===== config.mk =====
export PLATFORM = sky130hd
export DESIGN_NAME = psc_back
export DESIGN_NICKNAME = d
export VERILOG_FILES = /design/src/rtl/core/psc_pkg.sv /design/src/rtl/core/psc_back.sv
export SDC_FILE = /design/constraint.sdc
export NUM_CORES = 1
export LEC_CHECK = 0
export BUFFER_PORTS_ARGS = -buffer_cell sky130_fd_sc_hd__buf_4
export CAP_MARGIN = 20
export CORE_AREA = 2 2 216 218
export CTS_BUF_LIST = sky130_fd_sc_hd__clkbuf_4 sky130_fd_sc_hd__clkbuf_8
export CTS_CLUSTER_DIAMETER = 80
export DETAILED_ROUTE_END_ITERATION = 7
export DIE_AREA = 0 0 218 220
export PLACE_DENSITY_LB_ADDON = 0.05
export SETUP_SLACK_MARGIN = 0.05
export SYNTH_ARGS = -nofsm -noshare
export SYNTH_HDL_FRONTEND = slang
export SYNTH_SLANG_ARGS = --single-unit

===== constraint.sdc =====
create_clock -name aclk -period 4.1 [get_ports aclk]
set_input_delay 0.41 -clock aclk [delete_from_list [all_inputs] [get_ports aclk]]
set_output_delay 0.41 -clock aclk [all_outputs]
set_load 0.1 [all_outputs]

===== src/rtl/core/psc_pkg.sv =====
`default_nettype none
package psc_pkg;

    // Field widths
    localparam int unsigned FIX_W   = 32;
    localparam int unsigned EN_W    = 16;
    localparam int unsigned COLOR_W = 32;
    localparam int unsigned CH_W    = 8;
    localparam int unsigned NUM_CH  = COLOR_W / CH_W;

    // Fade division: |n - e| * |s - t| fits in 24 bits, 4 quotient bits per stage
    localparam int unsigned PROD_W     = 24;
    localparam int unsigned DIV_STEP_N = 4;
    localparam int unsigned DIV_STAGES = PROD_W / DIV_STEP_N;

    // Stream and register port widths
    localparam int unsigned S_DATA_W = 6 * FIX_W + 2 * EN_W + COLOR_W;
    localparam int unsigned M_DATA_W = 4 * FIX_W + EN_W + COLOR_W;
    localparam int unsigned ADDR_W   = 3;
    localparam int unsigned APB_W    = 32;
    localparam logic [COLOR_W-1:0] COLOR_RESET = 32'hFFFF_FFFF;

    // Register index, taken from paddr[2]
    typedef enum logic {
        REG_START_COLOR = 1'b0,
        REG_END_COLOR   = 1'b1
    } psc_reg_t;

    // Kinematic and bookkeeping payload carried down the pipeline
    typedef struct packed {
        logic [FIX_W-1:0]   pos_x;
        logic [FIX_W-1:0]   pos_y;
        logic [FIX_W-1:0]   vel_x;
        logic [FIX_W-1:0]   vel_y;
        logic [EN_W-1:0]    new_energy;
        logic               dead;
        logic               fade;
        logic [COLOR_W-1:0] cur_color;
    } psc_kin_t;

    // Per-channel restoring division state
    typedef struct packed {
        logic [EN_W-1:0]   rem;
        logic [PROD_W-1:0] dq;
        logic              neg;
        logic [CH_W-1:0]   s;
    } psc_div_t;

    typedef psc_div_t [NUM_CH-1:0] psc_div_vec_t;

endpackage
`default_nettype wire


===== src/rtl/core/psc_back.sv =====
`default_nettype none
module psc_back (
    input  wire logic                         aclk,
    input  wire logic                         ld,
    input  wire psc_pkg::psc_kin_t            kin_in,
    input  wire psc_pkg::psc_div_vec_t        div_in,
    output logic [psc_pkg::M_DATA_W-1:0]      out_data,
    output logic                              out_dead
);
    import psc_pkg::*;

    logic [COLOR_W-1:0]  color;
    logic [M_DATA_W-1:0] data_reg, data_next;
    logic                dead_reg;

    // Apply the signed quotient to the start channel and clamp to 0..255
    always_comb begin
        logic [PROD_W:0] sum;
        for (int c = 0; c < NUM_CH; c++) begin
            sum = {1'b0, div_in[c].dq} + (PROD_W+1)'(div_in[c].s);
            if (div_in[c].neg) begin
                color[c*CH_W +: CH_W] = (sum > (PROD_W+1)'(255)) ? 8'hFF : sum[CH_W-1:0];
            end else if (div_in[c].dq > PROD_W'(div_in[c].s)) begin
                color[c*CH_W +: CH_W] = '0;
            end else begin
                color[c*CH_W +: CH_W] = div_in[c].s - div_in[c].dq[CH_W-1:0];
            end
        end
    end

    // Pack the result transaction
    always_comb begin
        data_next = {kin_in.fade ? color : kin_in.cur_color,
                     kin_in.new_energy,
                     kin_in.vel_y, kin_in.vel_x,
                     kin_in.pos_y, kin_in.pos_x};
    end

    always_ff @(posedge aclk) begin
        if (ld) begin
            data_reg <= data_next;
            dead_reg <= kin_in.dead;
        end
    end

    assign out_data = data_reg;
    assign out_dead = dead_reg;

endmodule
`default_nettype wire


==> impl_metrics.toml <==
[outcome]
status = "completed"

[synthesis]
synth_top_area_share_pct = 46.9
synth_edf_count = 177
synthArstFlopShare_pct = 0
synthCells = 1069
synth_area_leaders = "edfxtp_1, ha_1, inv_1, a21oi_1, nor2_1"
ys_warn_count = 0
ys_ff_latch = 177
ys_types = 85
synth_top_area_cell = "edfxtp_1"
yosys_most_used_dff = "edfxtp_1"
ys_seq_area_share_pct = 46.9
syn_nets = 1545
avgSynthCellArea_sq_um = 10.6
syn_area_sq_um = 11300

[global_routing]
grt_use_met2_pct = 32.8
grt_overflow = 0
use_met1_pct = 21.9
grt_pass1_wl_um = 66700
grt_pass1_vias = 10700
top_usage_layer = "met2"
antenna_found_initial = 8
gr-usage-all-layers_pct = 18.7
use_met3_pct = 5.66
grt_max_degree = 82

[layout]
fin_area_sq_um = 17600
final_layout_size_suffix_gt1_share_pct = 32.3
synthToLayoutAreaGrowth_pct = 55.1
layout.cells.non_filler = 2324
final_net_count = 2177
post-route-util_pct = 38.3

[routing]
route.detailed.drc = 0
ant_nets = 0
wl_um = 46500
dr.first_iter.drc_count = 548
vias = 10900
firstDrtPassIters = 5
wire_per_inst_um = 20.0
viasPerCell = 4.68

[worst_setup_path]
critPathArrivalTime_ps = 3490
critPathCaptureType = "flip-flop"
worst-setup-path-type = "in -> reg"
path_max_fanout = 7
required_ps = 4390
critPathLaunchType = "input pin"

[floorplan]
die_w_um = 218
rows = 79
coreArea_sq_um = 45900
die_area_sq_um = 48000
die_h_um = 220
io_pins = 553
initial_core_util_pct = 24.7

[sta]
min_period_ps = 3200
slew_viol_final = 0
setup_viol = 0
fin_crit_sh_pct = 78.0
fmax_mhz = 313
max_slew_margin_pct = 41.9
hold_viol_final = 0
fin_setup_tns_ps = 0
tightestPinTransition_ps = 850
rsz0062_at_grt = "no"
layout_setup_ws_ps = 902

[clock_network]
path_clk_slew_ps = 120
numClockSinks = 177
clockRootBuffer = "clkbuf_8"
cts_max_level = 4
cts_tree = "yes"
numCtsBuffers = 17
clockBufferDepth = 2

[hold_path]
min_path_type = "in -> reg"

[placed_design]
place_inst = 2144
dp_slack_ps = 353
io_buffer_count = 488
place_area_sq_um = 15700
place.gp.congestion = 0.823
hpwl_um = 37100

[job]
drv_cap = 0

[power_and_ir_drop]
peakVddDrop_mv = 0.296
leakage_nw = 7.60
power_density_nw_per_um2 = 339
-- critical path: stages --
cell and delay [ps]:
buf_4 90, ha_1 160, inv_1 50, fa_1 410, o21bai_1 170, a21oi_1 120
o211a_1 330, or4b_1 540, a221oi_2 220, nand4_1 260, o311ai_4 530, o2111ai_1 200
-- placed cells by master, fill, tap and decap left out, drive strengths merged, types with 15 or more instances in the layout --
master | netlist | final
xnor2 | 23 | 23
nor2b | 20 | 20
buf | 9 | 499
nor4 | 26 | 26
nand2 | 67 | 67
nand3 | 38 | 38
nand4 | 22 | 22
o2111ai | 17 | 17
edfxtp | 177 | 177
o21ai | 33 | 33
dlygate4sd3 | 0 | 145
nor2 | 67 | 67
ha | 92 | 92
a21oi | 61 | 61
inv | 110 | 117
clkbuf | 23 | 18
nor3 | 25 | 25
o21bai | 16 | 16
o211ai | 15 | 15
-- state kept, by name, indices dropped and copies added (netlist names) --
| register | flops |
|---|---|
| out_data | 176 |
| out_dead | 1 |
-- cell families after synthesis --
kind of cell               after synthesis  share of synthesized area [%]
muxes                                    7                          0.629
adders and majority gates              100                           11.6
buffers and inverters                  143                           4.96
DFF                                    177                           46.9
and+or+nand+nor                        336                           15.7
xor gates and xnor gates                33                           2.55
AOI/OAI and AO/OA                      273                           17.7
-- routing by layer --
metal | vias to the layer above | share of wire (%)
met5 | - | 0.18
met4 | 12 | 1.7
met3 | 43 | 7.2
met2 | 339 | 51
met1 | 5204 | 40
li1 | 5284 | -
-- report_power, final --
part	leakage (nW)	switching [mW]	internal, mW
clock	0.194	0.801	0.508
combinational	5.67	1.73	0.720
sequential	1.73	0.0436	2.16
-- area by class of cell --
class,count,area [sq um]
diodes,3,7.51
clock buffers,17,234
clock inverters,15,169
fillers,4659,28300
inverters,111,417
multi-input cells,749,5460
flip-flops and latches,177,5320
well taps,607,759
repair buffers,645,5220
-- worst paths after layout --
check	start	to	slack, ps	depth (start not counted)
max	div_in[98]	out_data[164]	900	12
min	kin_in[10]	out_data[154]	120	3
-- what timing repair did --
action / 4_1_cts / 5_1_grt
setup endpoints to repair: 0 / 0
resized for setup: 0 / 0
hold buffers: 145 / 0
setup buffers: 0 / 0
hold endpoints to repair: 145 / 0
-- metrics by stage --
step,hold WS (ps),power [mW]
finish,122,5.97
global route,73.7,6.24
CTS,47.7,6.06
detailed placement,589,4.59
global placement,589,4.59
floorplan,509,3.82
-- Yosys cell counts (all sizes together), types with 15 or more instances --
cell type,count
nand4,22
o211ai,15
edfxtp,177
inv,110
ha,92
nor2,67
nand2,67
o21bai,16
xnor2,23
o21ai,33
a21oi,61
nor2b,20
o2111ai,17
nand3,38
nor4,26
clkbuf,23
nor3,25
Power figures use the tool's default switching activity.
