[config.mk]
export PLATFORM = sky130hd
export DESIGN_NAME = psc_div_stage
export DESIGN_NICKNAME = d
export VERILOG_FILES = /design/src/rtl/core/psc_pkg.sv /design/src/rtl/core/psc_div_stage.sv
export SDC_FILE = /design/constraint.sdc
export NUM_CORES = 1
export LEC_CHECK = 0
export BUFFER_PORTS_ARGS = -buffer_cell sky130_fd_sc_hd__buf_2
export CAP_MARGIN = 20
export CORE_AREA = 2 2 303 305
export CTS_CLUSTER_DIAMETER = 150
export DETAILED_ROUTE_END_ITERATION = 12
export DIE_AREA = 0 0 305 307
export PLACE_DENSITY_LB_ADDON = 0.12
export SLEW_MARGIN = 0
export SYNTH_ARGS = -nofsm -noshare
export SYNTH_HDL_FRONTEND = slang
export SYNTH_SLANG_ARGS = --single-unit
[constraint.sdc]
create_clock -name aclk -period 17.6 [get_ports aclk]
set_input_delay 3.52 -clock aclk [delete_from_list [all_inputs] [get_ports aclk]]
set_output_delay 3.52 -clock aclk [all_outputs]
set_load 0.005 [all_outputs]
[src/rtl/core/psc_pkg.sv]
`default_nettype none
package psc_pkg;

    // Field widths
    localparam int unsigned FIX_W   = 32;
    localparam int unsigned EN_W    = 16;
    localparam int unsigned COLOR_W = 32;
    localparam int unsigned CH_W    = 8;
    localparam int unsigned NUM_CH  = COLOR_W / CH_W;

    // Fade division: |n - e| * |s - t| fits in 24 bits, 4 quotient bits per stage
    localparam int unsigned PROD_W     = 24;
    localparam int unsigned DIV_STEP_N = 4;
    localparam int unsigned DIV_STAGES = PROD_W / DIV_STEP_N;

    // Stream and register port widths
    localparam int unsigned S_DATA_W = 6 * FIX_W + 2 * EN_W + COLOR_W;
    localparam int unsigned M_DATA_W = 4 * FIX_W + EN_W + COLOR_W;
    localparam int unsigned ADDR_W   = 3;
    localparam int unsigned APB_W    = 32;
    localparam logic [COLOR_W-1:0] COLOR_RESET = 32'hFFFF_FFFF;

    // Register index, taken from paddr[2]
    typedef enum logic {
        REG_START_COLOR = 1'b0,
        REG_END_COLOR   = 1'b1
    } psc_reg_t;

    // Kinematic and bookkeeping payload carried down the pipeline
    typedef struct packed {
        logic [FIX_W-1:0]   pos_x;
        logic [FIX_W-1:0]   pos_y;
        logic [FIX_W-1:0]   vel_x;
        logic [FIX_W-1:0]   vel_y;
        logic [EN_W-1:0]    new_energy;
        logic               dead;
        logic               fade;
        logic [COLOR_W-1:0] cur_color;
    } psc_kin_t;

    // Per-channel restoring division state
    typedef struct packed {
        logic [EN_W-1:0]   rem;
        logic [PROD_W-1:0] dq;
        logic              neg;
        logic [CH_W-1:0]   s;
    } psc_div_t;

    typedef psc_div_t [NUM_CH-1:0] psc_div_vec_t;

endpackage
`default_nettype wire

[src/rtl/core/psc_div_stage.sv]
`default_nettype none
module psc_div_stage (
    input  wire logic                    aclk,
    input  wire logic                    ld,
    input  wire psc_pkg::psc_kin_t       kin_in,
    input  wire psc_pkg::psc_div_vec_t   div_in,
    input  wire logic [psc_pkg::EN_W-1:0] divisor_in,
    output psc_pkg::psc_kin_t            kin_out,
    output psc_pkg::psc_div_vec_t        div_out,
    output logic [psc_pkg::EN_W-1:0]     divisor_out
);
    import psc_pkg::*;

    psc_kin_t        kin_reg;
    psc_div_vec_t    div_reg, div_next;
    logic [EN_W-1:0] divisor_reg;

    // Retire DIV_STEP_N quotient bits per channel, restoring division
    always_comb begin
        logic [EN_W:0] r;
        div_next = div_in;
        for (int c = 0; c < NUM_CH; c++) begin
            for (int k = 0; k < DIV_STEP_N; k++) begin
                r = {div_next[c].rem, div_next[c].dq[PROD_W-1]};
                if (r >= {1'b0, divisor_in}) begin
                    div_next[c].rem = EN_W'(r - {1'b0, divisor_in});
                    div_next[c].dq  = {div_next[c].dq[PROD_W-2:0], 1'b1};
                end else begin
                    div_next[c].rem = r[EN_W-1:0];
                    div_next[c].dq  = {div_next[c].dq[PROD_W-2:0], 1'b0};
                end
            end
        end
    end

    always_ff @(posedge aclk) begin
        if (ld) begin
            kin_reg     <= kin_in;
            div_reg     <= div_next;
            divisor_reg <= divisor_in;
        end
    end

    assign kin_out     = kin_reg;
    assign div_out     = div_reg;
    assign divisor_out = divisor_reg;

endmodule
`default_nettype wire

==> results.sh <==
export IMPL_seq_area_frac_synth_pct=45.3
export IMPL_setup_tns_final_ps=0
export IMPL_netlist_area_leader_share_pct=45.3
export IMPL_async_flop_share_pct=0
export IMPL_maxSlewHeadroom_pct=25.1
export IMPL_nFillCells=9131
export IMPL_cts_tree="built"
export IMPL_drcViolationCount=0
export IMPL_ys_seq_elements=390
export IMPL_antenna_found_initial=39
export IMPL_synthAdderAreaFrac_pct=13.6
export IMPL_chipWidth_um=305
export IMPL_fmax_mhz=63.6
export IMPL_gr_usage_met3_pct=5.18
export IMPL_worstMarginPinSlew_ps=1120
export IMPL_core_area_mm2=0.0907
export IMPL_powerDensity_mw_per_mm2=183
export IMPL_grt_total_usage_pct=22.5
export IMPL_cts_sinks=390
export IMPL_die_h_um=307
export IMPL_fin_crit_sh_pct=89.3
export IMPL_crit_top_cell="o21ai_0"
export IMPL_synth_xor_area_share_pct=6.13
export IMPL_synth_edff_count=390
export IMPL_cp_slowest_cell="and3_1"
export IMPL_post_cts_resized=0
export IMPL_gp_congestion=0.911
export IMPL_num_vias=22214
export IMPL_synthFlopType="edfxtp_1"
export IMPL_synth_mux_area_share_pct=7.39
export IMPL_drtIter0Drc=1406
export IMPL_worstSetupPathType="in2reg"
export IMPL_synth_distinct_cells=77
export IMPL_first_pass_iters=5
export IMPL_layout_min_cycle_time_ps=15710
export IMPL_maxCapViolCount=0
export IMPL_mostFrequentLayoutCells="buf_2 (780), edfxtp_1 (390), ha_1 (256)"
export IMPL_critPathMaxFanout=24
export IMPL_nNetsFinal=3800
export IMPL_io_buffers=781
export IMPL_rsz0062_at_grt="false"
export IMPL_grt_max_degree=83
export IMPL_status="finished clean"
export IMPL_dp_hpwl_um=89300
export IMPL_synthTopCellsByArea="edfxtp_1 (45%), ha_1 (12%), mux2_2 (5.3%), xnor2_1 (4.1%), a21oi_1 (3.2%)"
export IMPL_slew_violations=0
export IMPL_worstPathArrival_ps=16050
export IMPL_wl_per_cell_um=25.2
export IMPL_ctsHtreeMaxLevel=2
export IMPL_hp_class="in2reg"
export IMPL_ant_nets=0
export IMPL_finalSetupViolCount=0
export IMPL_grt_pass1_wl_um=154000
export IMPL_crit_path_end_kind="register"
export IMPL_postSynthAreaPerCell_um2=11.2
export IMPL_cp_endpoint="div_out[34]"
export IMPL_final_common_cell="buf_2"
export IMPL_irDropWorstVdd_uv=88.7
export IMPL_hold_violations=0
export IMPL_post_cts_buffers=0
export IMPL_top_usage_layer="met2"
export IMPL_fin_area_mm2=0.0328
export IMPL_die_area_mm2=0.0936
export IMPL_synth_compound_area_share_pct=15.1
export IMPL_routed_wl_um=110000
export IMPL_gr_total_overflow=0
export IMPL_syn_num_nets=2969
export IMPL_place_area_mm2=0.0314
export IMPL_path_clk_slew_ps=60
export IMPL_met1_usage_pct=28.2
export IMPL_crit_path_start_kind="input port"
export IMPL_cp_required_ps=17940
export IMPL_cp_startpoint="divisor_in[10]"
export IMPL_syn_to_final_growth_pct=27.0
export IMPL_cts_buffers=48
export IMPL_cts_path_max_buffers=3
export IMPL_drive_gt1_share_pct=33.0
export IMPL_routed_via_density=5.09
export IMPL_p_leak_nw=14.3
export IMPL_yosysTopAreaCell="edfxtp_1"
export IMPL_grt_use_met2_pct=38.8
export IMPL_synth_top_family_by_area="compound AO/OA/AOI/OAI gates"
export IMPL_grt_pass1_vias=21699
export IMPL_cts_hold_buf=0
export IMPL_yosysWarnings=0
export IMPL_start_util_pct=28.5
export IMPL_synth_simple_gate_area_share_pct=10.0
export IMPL_cts_root_buffer_cell="clkbuf_16"
export IMPL_slowest_delay_ps=770
export IMPL_syn_inst=2305
export IMPL_core_rowCount=111
export IMPL_boundaryPins=782
export IMPL_syn_area_mm2=0.0259
cell usage after synthesis, types with 17 or more instances:
master and instances:
a21o_1 80, a21oi_1 166, a31oi_1 17, clkbuf_1 19, edfxtp_1 390, ha_1 256
inv_1 123, mux2_2 122, mux2_4 17, mux2i_1 26, nand2_1 148, nand2b_1 28
nand3_1 27, nand4_1 44, nor2_1 125, nor2b_1 35, nor3_1 56, o21a_1 39
o21ai_0 134, o21bai_1 26, o31ai_1 19, xnor2_1 121, xor2_1 60
through the flow:
step	std cells	setup slack, ps	hold WS [ps]	power [W]	utilization [%]
after floorplan	2305	2990	3620	0.00411	-
after global placement	4272	1340	3700	0.00510	34.6
after detailed placement	4272	1240	3700	0.00511	34.6
after CTS	4357	1850	3020	0.00609	36.2
after global routing	4358	1010	3040	0.00647	36.2
final	4366	1890	3080	0.00602	36.2
worst max-delay path, delay by kind of cell:
family	cells	cell delay (ps)
adders and majority gates	4	1250
muxes	4	1770
and+or+nand+nor	12	2810
buffers and inverters	7	1770
AOI/OAI and AO/OA	20	4890
layer usage:
metal	vias to the layer above	part of all wire, %
li1	10408	-
met1	10786	42
met2	785	48
met3	195	6.6
met4	40	2.9
met5	-	0.25
final cells by class:
class	count	area (µm²)	area share, %
Multi-Input combinational cell	1755	13500	41.2
Clock buffer	59	1260	3.85
Sequential cell	390	11700	35.7
Antenna cell	9	22.5	0.0686
Tap cell	1186	1480	4.52
Clock inverter	26	169	0.515
Timing Repair Buffer	815	4170	12.7
Inverter	126	473	1.44
cell families (layout without fill, tap and decap cells):
group                      count (synthesis)  in the layout
buffers and inverters                    160           1026
DFF                                      390            390
muxes                                    166            166
AOI/OAI and AO/OA                        602            602
other                                      0              9
and+or+nand+nor                          534            534
adders and majority gates                272            272
xor gates and xnor gates                 181            181
power breakdown:
part / internal [W] / switching, W
logic: 0.00175 / 0.00197
clock network: 0.000513 / 0.000410
registers: 0.00133 / 0.0000487
how the worst min path moves through the flow:
stage | start | to | depth (start not counted)
2_1_floorplan | div_in[0] | div_out[0] | 0
3_3_place_gp | kin_in[48] | kin_out[48] | 1
3_5_place_dp | kin_in[2] | kin_out[2] | 1
4_1_cts | kin_in[7] | kin_out[7] | 1
5_1_grt | kin_in[34] | kin_out[34] | 1
6_report | kin_in[97] | kin_out[97] | 1
state kept, by name, indices dropped and copies added, names as in the netlist:
register and flops:
div_out 196, divisor_out 16, kin_out 178
(Power assumes the default switching activity.)
