### src/rtl/core/psc_pkg.sv
`default_nettype none
package psc_pkg;

    // Field widths
    localparam int unsigned FIX_W   = 32;
    localparam int unsigned EN_W    = 16;
    localparam int unsigned COLOR_W = 32;
    localparam int unsigned CH_W    = 8;
    localparam int unsigned NUM_CH  = COLOR_W / CH_W;

    // Fade division: |n - e| * |s - t| fits in 24 bits, 4 quotient bits per stage
    localparam int unsigned PROD_W     = 24;
    localparam int unsigned DIV_STEP_N = 4;
    localparam int unsigned DIV_STAGES = PROD_W / DIV_STEP_N;

    // Stream and register port widths
    localparam int unsigned S_DATA_W = 6 * FIX_W + 2 * EN_W + COLOR_W;
    localparam int unsigned M_DATA_W = 4 * FIX_W + EN_W + COLOR_W;
    localparam int unsigned ADDR_W   = 3;
    localparam int unsigned APB_W    = 32;
    localparam logic [COLOR_W-1:0] COLOR_RESET = 32'hFFFF_FFFF;

    // Register index, taken from paddr[2]
    typedef enum logic {
        REG_START_COLOR = 1'b0,
        REG_END_COLOR   = 1'b1
    } psc_reg_t;

    // Kinematic and bookkeeping payload carried down the pipeline
    typedef struct packed {
        logic [FIX_W-1:0]   pos_x;
        logic [FIX_W-1:0]   pos_y;
        logic [FIX_W-1:0]   vel_x;
        logic [FIX_W-1:0]   vel_y;
        logic [EN_W-1:0]    new_energy;
        logic               dead;
        logic               fade;
        logic [COLOR_W-1:0] cur_color;
    } psc_kin_t;

    // Per-channel restoring division state
    typedef struct packed {
        logic [EN_W-1:0]   rem;
        logic [PROD_W-1:0] dq;
        logic              neg;
        logic [CH_W-1:0]   s;
    } psc_div_t;

    typedef psc_div_t [NUM_CH-1:0] psc_div_vec_t;

endpackage
`default_nettype wire

### src/rtl/core/psc_front.sv
`default_nettype none
module psc_front (
    input  wire logic                        aclk,
    input  wire logic                        ld1,
    input  wire logic                        ld2,
    input  wire logic [psc_pkg::S_DATA_W-1:0] in_data,
    input  wire logic [psc_pkg::COLOR_W-1:0]  start_color,
    input  wire logic [psc_pkg::COLOR_W-1:0]  end_color,
    output psc_pkg::psc_kin_t                 kin_out,
    output psc_pkg::psc_div_vec_t             div_out,
    output logic [psc_pkg::EN_W-1:0]          divisor_out
);
    import psc_pkg::*;

    logic [FIX_W-1:0]   in_pos_x, in_pos_y, in_vel_x, in_vel_y, in_acc_x, in_acc_y;
    logic [EN_W-1:0]    in_energy, in_init;
    logic [COLOR_W-1:0] in_color;
    logic [EN_W-1:0]    ne;
    logic               dead;
    logic [EN_W:0]      num_e;

    psc_kin_t           kin1_reg, kin1_next, kin2_reg, kin2_next;
    logic [EN_W-1:0]    mag1_reg, mag1_next;
    logic               neg1_reg, neg1_next;
    logic [EN_W-1:0]    n1_reg, n2_reg;
    psc_div_vec_t       div2_reg, div2_next;

    // Unpack the input transaction
    assign in_pos_x  = in_data[0*FIX_W +: FIX_W];
    assign in_pos_y  = in_data[1*FIX_W +: FIX_W];
    assign in_vel_x  = in_data[2*FIX_W +: FIX_W];
    assign in_vel_y  = in_data[3*FIX_W +: FIX_W];
    assign in_acc_x  = in_data[4*FIX_W +: FIX_W];
    assign in_acc_y  = in_data[5*FIX_W +: FIX_W];
    assign in_energy = in_data[6*FIX_W +: EN_W];
    assign in_init   = in_data[6*FIX_W+EN_W +: EN_W];
    assign in_color  = in_data[6*FIX_W+2*EN_W +: COLOR_W];

    // Stage 1: velocity update, energy decrement, fade numerator
    always_comb begin
        ne    = (in_energy == '0) ? '0 : in_energy - EN_W'(1);
        dead  = (ne == '0);
        num_e = {1'b0, in_init} - {1'b0, ne};
        kin1_next.pos_x      = in_pos_x;
        kin1_next.pos_y      = in_pos_y;
        kin1_next.vel_x      = in_vel_x + in_acc_x;
        kin1_next.vel_y      = in_vel_y + in_acc_y;
        kin1_next.new_energy = ne;
        kin1_next.dead       = dead;
        kin1_next.fade       = !dead && (in_init != '0) && (start_color != end_color);
        kin1_next.cur_color  = in_color;
        neg1_next = num_e[EN_W];
        mag1_next = num_e[EN_W] ? EN_W'(-num_e) : num_e[EN_W-1:0];
    end

    // Stage 2: position update, per-channel product and sign
    always_comb begin
        logic [CH_W:0]   diff;
        logic [CH_W-1:0] dmag;
        kin2_next       = kin1_reg;
        kin2_next.pos_x = kin1_reg.pos_x + kin1_reg.vel_x;
        kin2_next.pos_y = kin1_reg.pos_y + kin1_reg.vel_y;
        for (int c = 0; c < NUM_CH; c++) begin
            diff = {1'b0, start_color[c*CH_W +: CH_W]} - {1'b0, end_color[c*CH_W +: CH_W]};
            dmag = diff[CH_W] ? CH_W'(-diff) : diff[CH_W-1:0];
            div2_next[c].rem = '0;
            div2_next[c].dq  = PROD_W'(mag1_reg * dmag);
            div2_next[c].neg = neg1_reg ^ diff[CH_W];
            div2_next[c].s   = start_color[c*CH_W +: CH_W];
        end
    end

    always_ff @(posedge aclk) begin
        if (ld1) begin
            kin1_reg <= kin1_next;
            mag1_reg <= mag1_next;
            neg1_reg <= neg1_next;
            n1_reg   <= in_init;
        end
        if (ld2) begin
            kin2_reg <= kin2_next;
            div2_reg <= div2_next;
            n2_reg   <= n1_reg;
        end
    end

    assign kin_out     = kin2_reg;
    assign div_out     = div2_reg;
    assign divisor_out = n2_reg;

endmodule
`default_nettype wire

### config.mk
export PLATFORM = sky130hd
export DESIGN_NAME = psc_front
export DESIGN_NICKNAME = d
export VERILOG_FILES = /design/src/rtl/core/psc_pkg.sv /design/src/rtl/core/psc_front.sv
export SDC_FILE = /design/constraint.sdc
export NUM_CORES = 2
export LEC_CHECK = 0
export ABC_CLOCK_PERIOD_IN_PS = 9050
export BUFFER_PORTS_ARGS = -buffer_cell sky130_fd_sc_hd__buf_2
export CAP_MARGIN = 20
export CORE_ASPECT_RATIO = 1.75
export CORE_UTILIZATION = 54
export CTS_BUF_LIST = sky130_fd_sc_hd__clkbuf_4
export CTS_CLUSTER_DIAMETER = 30
export DETAILED_ROUTE_END_ITERATION = 6
export GPL_ROUTABILITY_DRIVEN = 0
export PLACE_DENSITY = 0.91
export SLEW_MARGIN = 20
export SYNTH_ARGS = -nofsm -noshare
export SYNTH_HDL_FRONTEND = slang
export SYNTH_SLANG_ARGS = --single-unit
### constraint.sdc
create_clock -name aclk -period 9.05 [get_ports aclk]
set_clock_uncertainty 0.2 [all_clocks]
set_input_delay 1.81 -clock aclk [delete_from_list [all_inputs] [get_ports aclk]]
set_output_delay 1.81 -clock aclk [all_outputs]
set_load 0.02 [all_outputs]
==> summary.txt <==
Outcome
  – Status: complete, but fails checks
  – Failing checks: DRC

Synth
  – Compound-cell area share of the yosys netlist: 0.0902
  – Synth Instances: 3833
  – Mux share of post-synthesis cell area: 0.000830
  – Simple-Gate Fraction of Synth Area: 0.132
  – Main synth FF type: edfxtp_1
  – EDFF count, synth: 537
  – Largest area contributor in the netlist: edfxtp_1
  – Synth area leaders: edfxtp_1, fa_1, ha_1
  – Sequential-to-total area share from yosys stat: 0.382
  – Largest family of logic cells by synthesized area: adder cells
  – Library cells used by synthesis: 80
  – Synthesized flop and latch total: 537
  – Post-Syn Area: 42200 um^2
  – Area share of fa/ha/maj cells after synthesis: 0.269
  – Post-synth top cells: inv_1, edfxtp_1, ha_1, fa_1, nor2b_1
  – Async set-reset flop share out of synthesis: 0
  – Xor-xnor portion of the synthesized cell area: 0.0565
  – Syn Area/Cell: 11.0 um^2
  – Yosys top cell area share: 0.382
  – Synthesis Warnings: 0
  – Most frequent cell after synthesis: inv_1

Timing
  – Ratio of final minimum period to clock period: 0.898
  – Fin. Hold Viols: 0
  – Slew Limit Fails: 0
  – Endpoints failing setup: 0
  – Slew @ Worst Pin: 1.09 ns
  – Fin crit period: 8.13 ns
  – Slew headroom: 0.267
  – Peak Freq: 123 MHz
  – RSZ-0062 raised after global routing: no

Critical path
  – Cell mode on critical path: fa_1
  – CP max stage cell: or3b_2
  – Critical Path Fanout Max: 13
  – Flop-to-flop setup slack: 3.41 ns
  – Worst setup EP type: flip-flop
  – Worst r2r path cells: 17
  – Reg-to-Reg End: div_out[129]
  – Worst EP required: 9.69 ns
  – Crit Path Category: in2reg
  – Largest stage delay on the critical path: 0.56 ns
  – R2R Path Start: mag1_reg[3]
  – Crit path DAT: 8.77 ns
  – Crit path launch type: primary input

Die
  – Die W: 213 um
  – Core area: 77400 um^2
  – Die height: 372 um
  – Row cnt: 135
  – IO Count: 713
  – Starting Density: 0.546
  – Die area: 79300 um^2

Clock tree
  – Root buffer cell: clkbuf_4
  – Clock sinks: 537
  – # H-tree levels: 4
  – Clk buf depth: 3
  – Clk Latency, worst-skew pair: 1.12 ns
  – Cts bufs inserted: 139
  – Hold buffer count at CTS: 0
  – Post-CTS setup buffer count: 0
  – Worst-path clk slew: 0.06 ns
  – Resize count post-CTS: 0
  – CTS tree: done

Layout
  – Register area: 16100 um^2
  – Filler cells: 5841
  – Fraction of layout cells with a size suffix above 1: 0.210
  – Nets: 5652
  – Area delta synth->final: 15.7%
  – Multi-input logic area: 23400 um^2
  – Final Util: 0.631

Global routing
  – Largest net degree at the start of global routing: 147
  – Initial antenna violation count: 41
  – Vias in the first global route: 34100
  – Grt ovf: 0
  – First-pass GRT wire length: 187 mm
  – Total Routing Usage GR: 0.322

Drt
  – Antenna-violating nets left: 0
  – Via density per instance: 5.66
  – Vias: 32800
  – Final WL: 127 mm
  – Iteration-0 DRC Markers: 2449
  – Wire length per cell: 21.9 um
  – 1st-pass router iterations: 7
  – Post-route DRC violation count: 3

Place
  – I/O Buffers: 648
  – Dpl hpwl: 96.7 mm

Worst hold path
  – HP Class: reg2reg
  – Hold Crit Start: kin1_reg[9]
  – Hold Path Depth: 0
  – Hold Path End: kin_out[9]

Job
  – Max-Cap Viols: 0
[final cells by class]
class,count,share of cell area
multi-input combinational,2644,0.479
sequential,537,0.330
antenna,31,0.00159
clock inverter,62,0.00859
timing repair buffer,748,0.0833
tap,1027,0.0263
clock buffer,181,0.0278
inverter,560,0.0431
[how the worst max path moves through the flow]
| stage | end | start |
|---|---|---|
| floorplan | div_out[31] | start_color[0] |
| global placement | div_out[79] | start_color[8] |
| detailed placement | div_out[79] | start_color[8] |
| CTS | div_out[79] | start_color[8] |
| global route | div_out[79] | start_color[8] |
| finish | div_out[129] | start_color[16] |
[cell usage in the layout, fill, tap and decap left out, types with 88 or more instances in the layout]
master / n
a21oi_1: 172
and2_1: 129
ha_1: 354
nor2b_1: 259
edfxtp_1: 537
nand2b_1: 128
a21o_1: 106
clkbuf_4: 181
fa_1: 345
nand2_1: 168
inv_1: 559
buf_4: 96
xnor2_1: 185
buf_2: 646
nor2_1: 161
o21ai_0: 88
[metrics by stage]
step	area, um^2	setup TNS, ns	worst slack, ns	hold slack (ns)	cells
3_5_place_dp	47000	-0.170	-0.0841	0.205	5516
6_report	48800	0	0.920	0.199	5790
4_1_cts	48700	0	1.09	0.211	5759
3_3_place_gp	47000	0	0.184	0.201	5516
5_1_grt	48800	0	0.621	0.220	5776
2_1_floorplan	42400	0	0.484	0.200	3896
[layer usage]
layer | vias to the layer above | global-route usage | wire, um | part of all wire
li1 | 14400 | - | - | -
met1 | 15900 | 0.324 | 41500 | 0.33
met2 | 1837 | 0.547 | 61600 | 0.49
met3 | 597 | 0.107 | 13400 | 0.11
met4 | 30 | 0.240 | 10100 | 0.079
met5 | - | 0 | 197 | 0.0016
[worst max-delay path: cells and delay by family]
| kind | cells | cell delay (ns) |
|---|---|---|
| fa+ha+maj | 7 | 2.81 |
| compound gates | 9 | 1.78 |
| xor+xnor | 2 | 0.58 |
| simple gates | 5 | 1.25 |
| buf+inv | 6 | 0.53 |
[cell families after synthesis]
family                     count (synthesis)
muxes                                      3
AOI/OAI and AO/OA                        583
and+or+nand+nor                         1029
other                                      1
xor gates and xnor gates                 266
buffers and inverters                    715
DFF                                      537
adders and majority gates                699
Power is left out: the tool's default activity adds up to more than one toggle a clock period on the data nets, which glitch-free logic cannot reach.
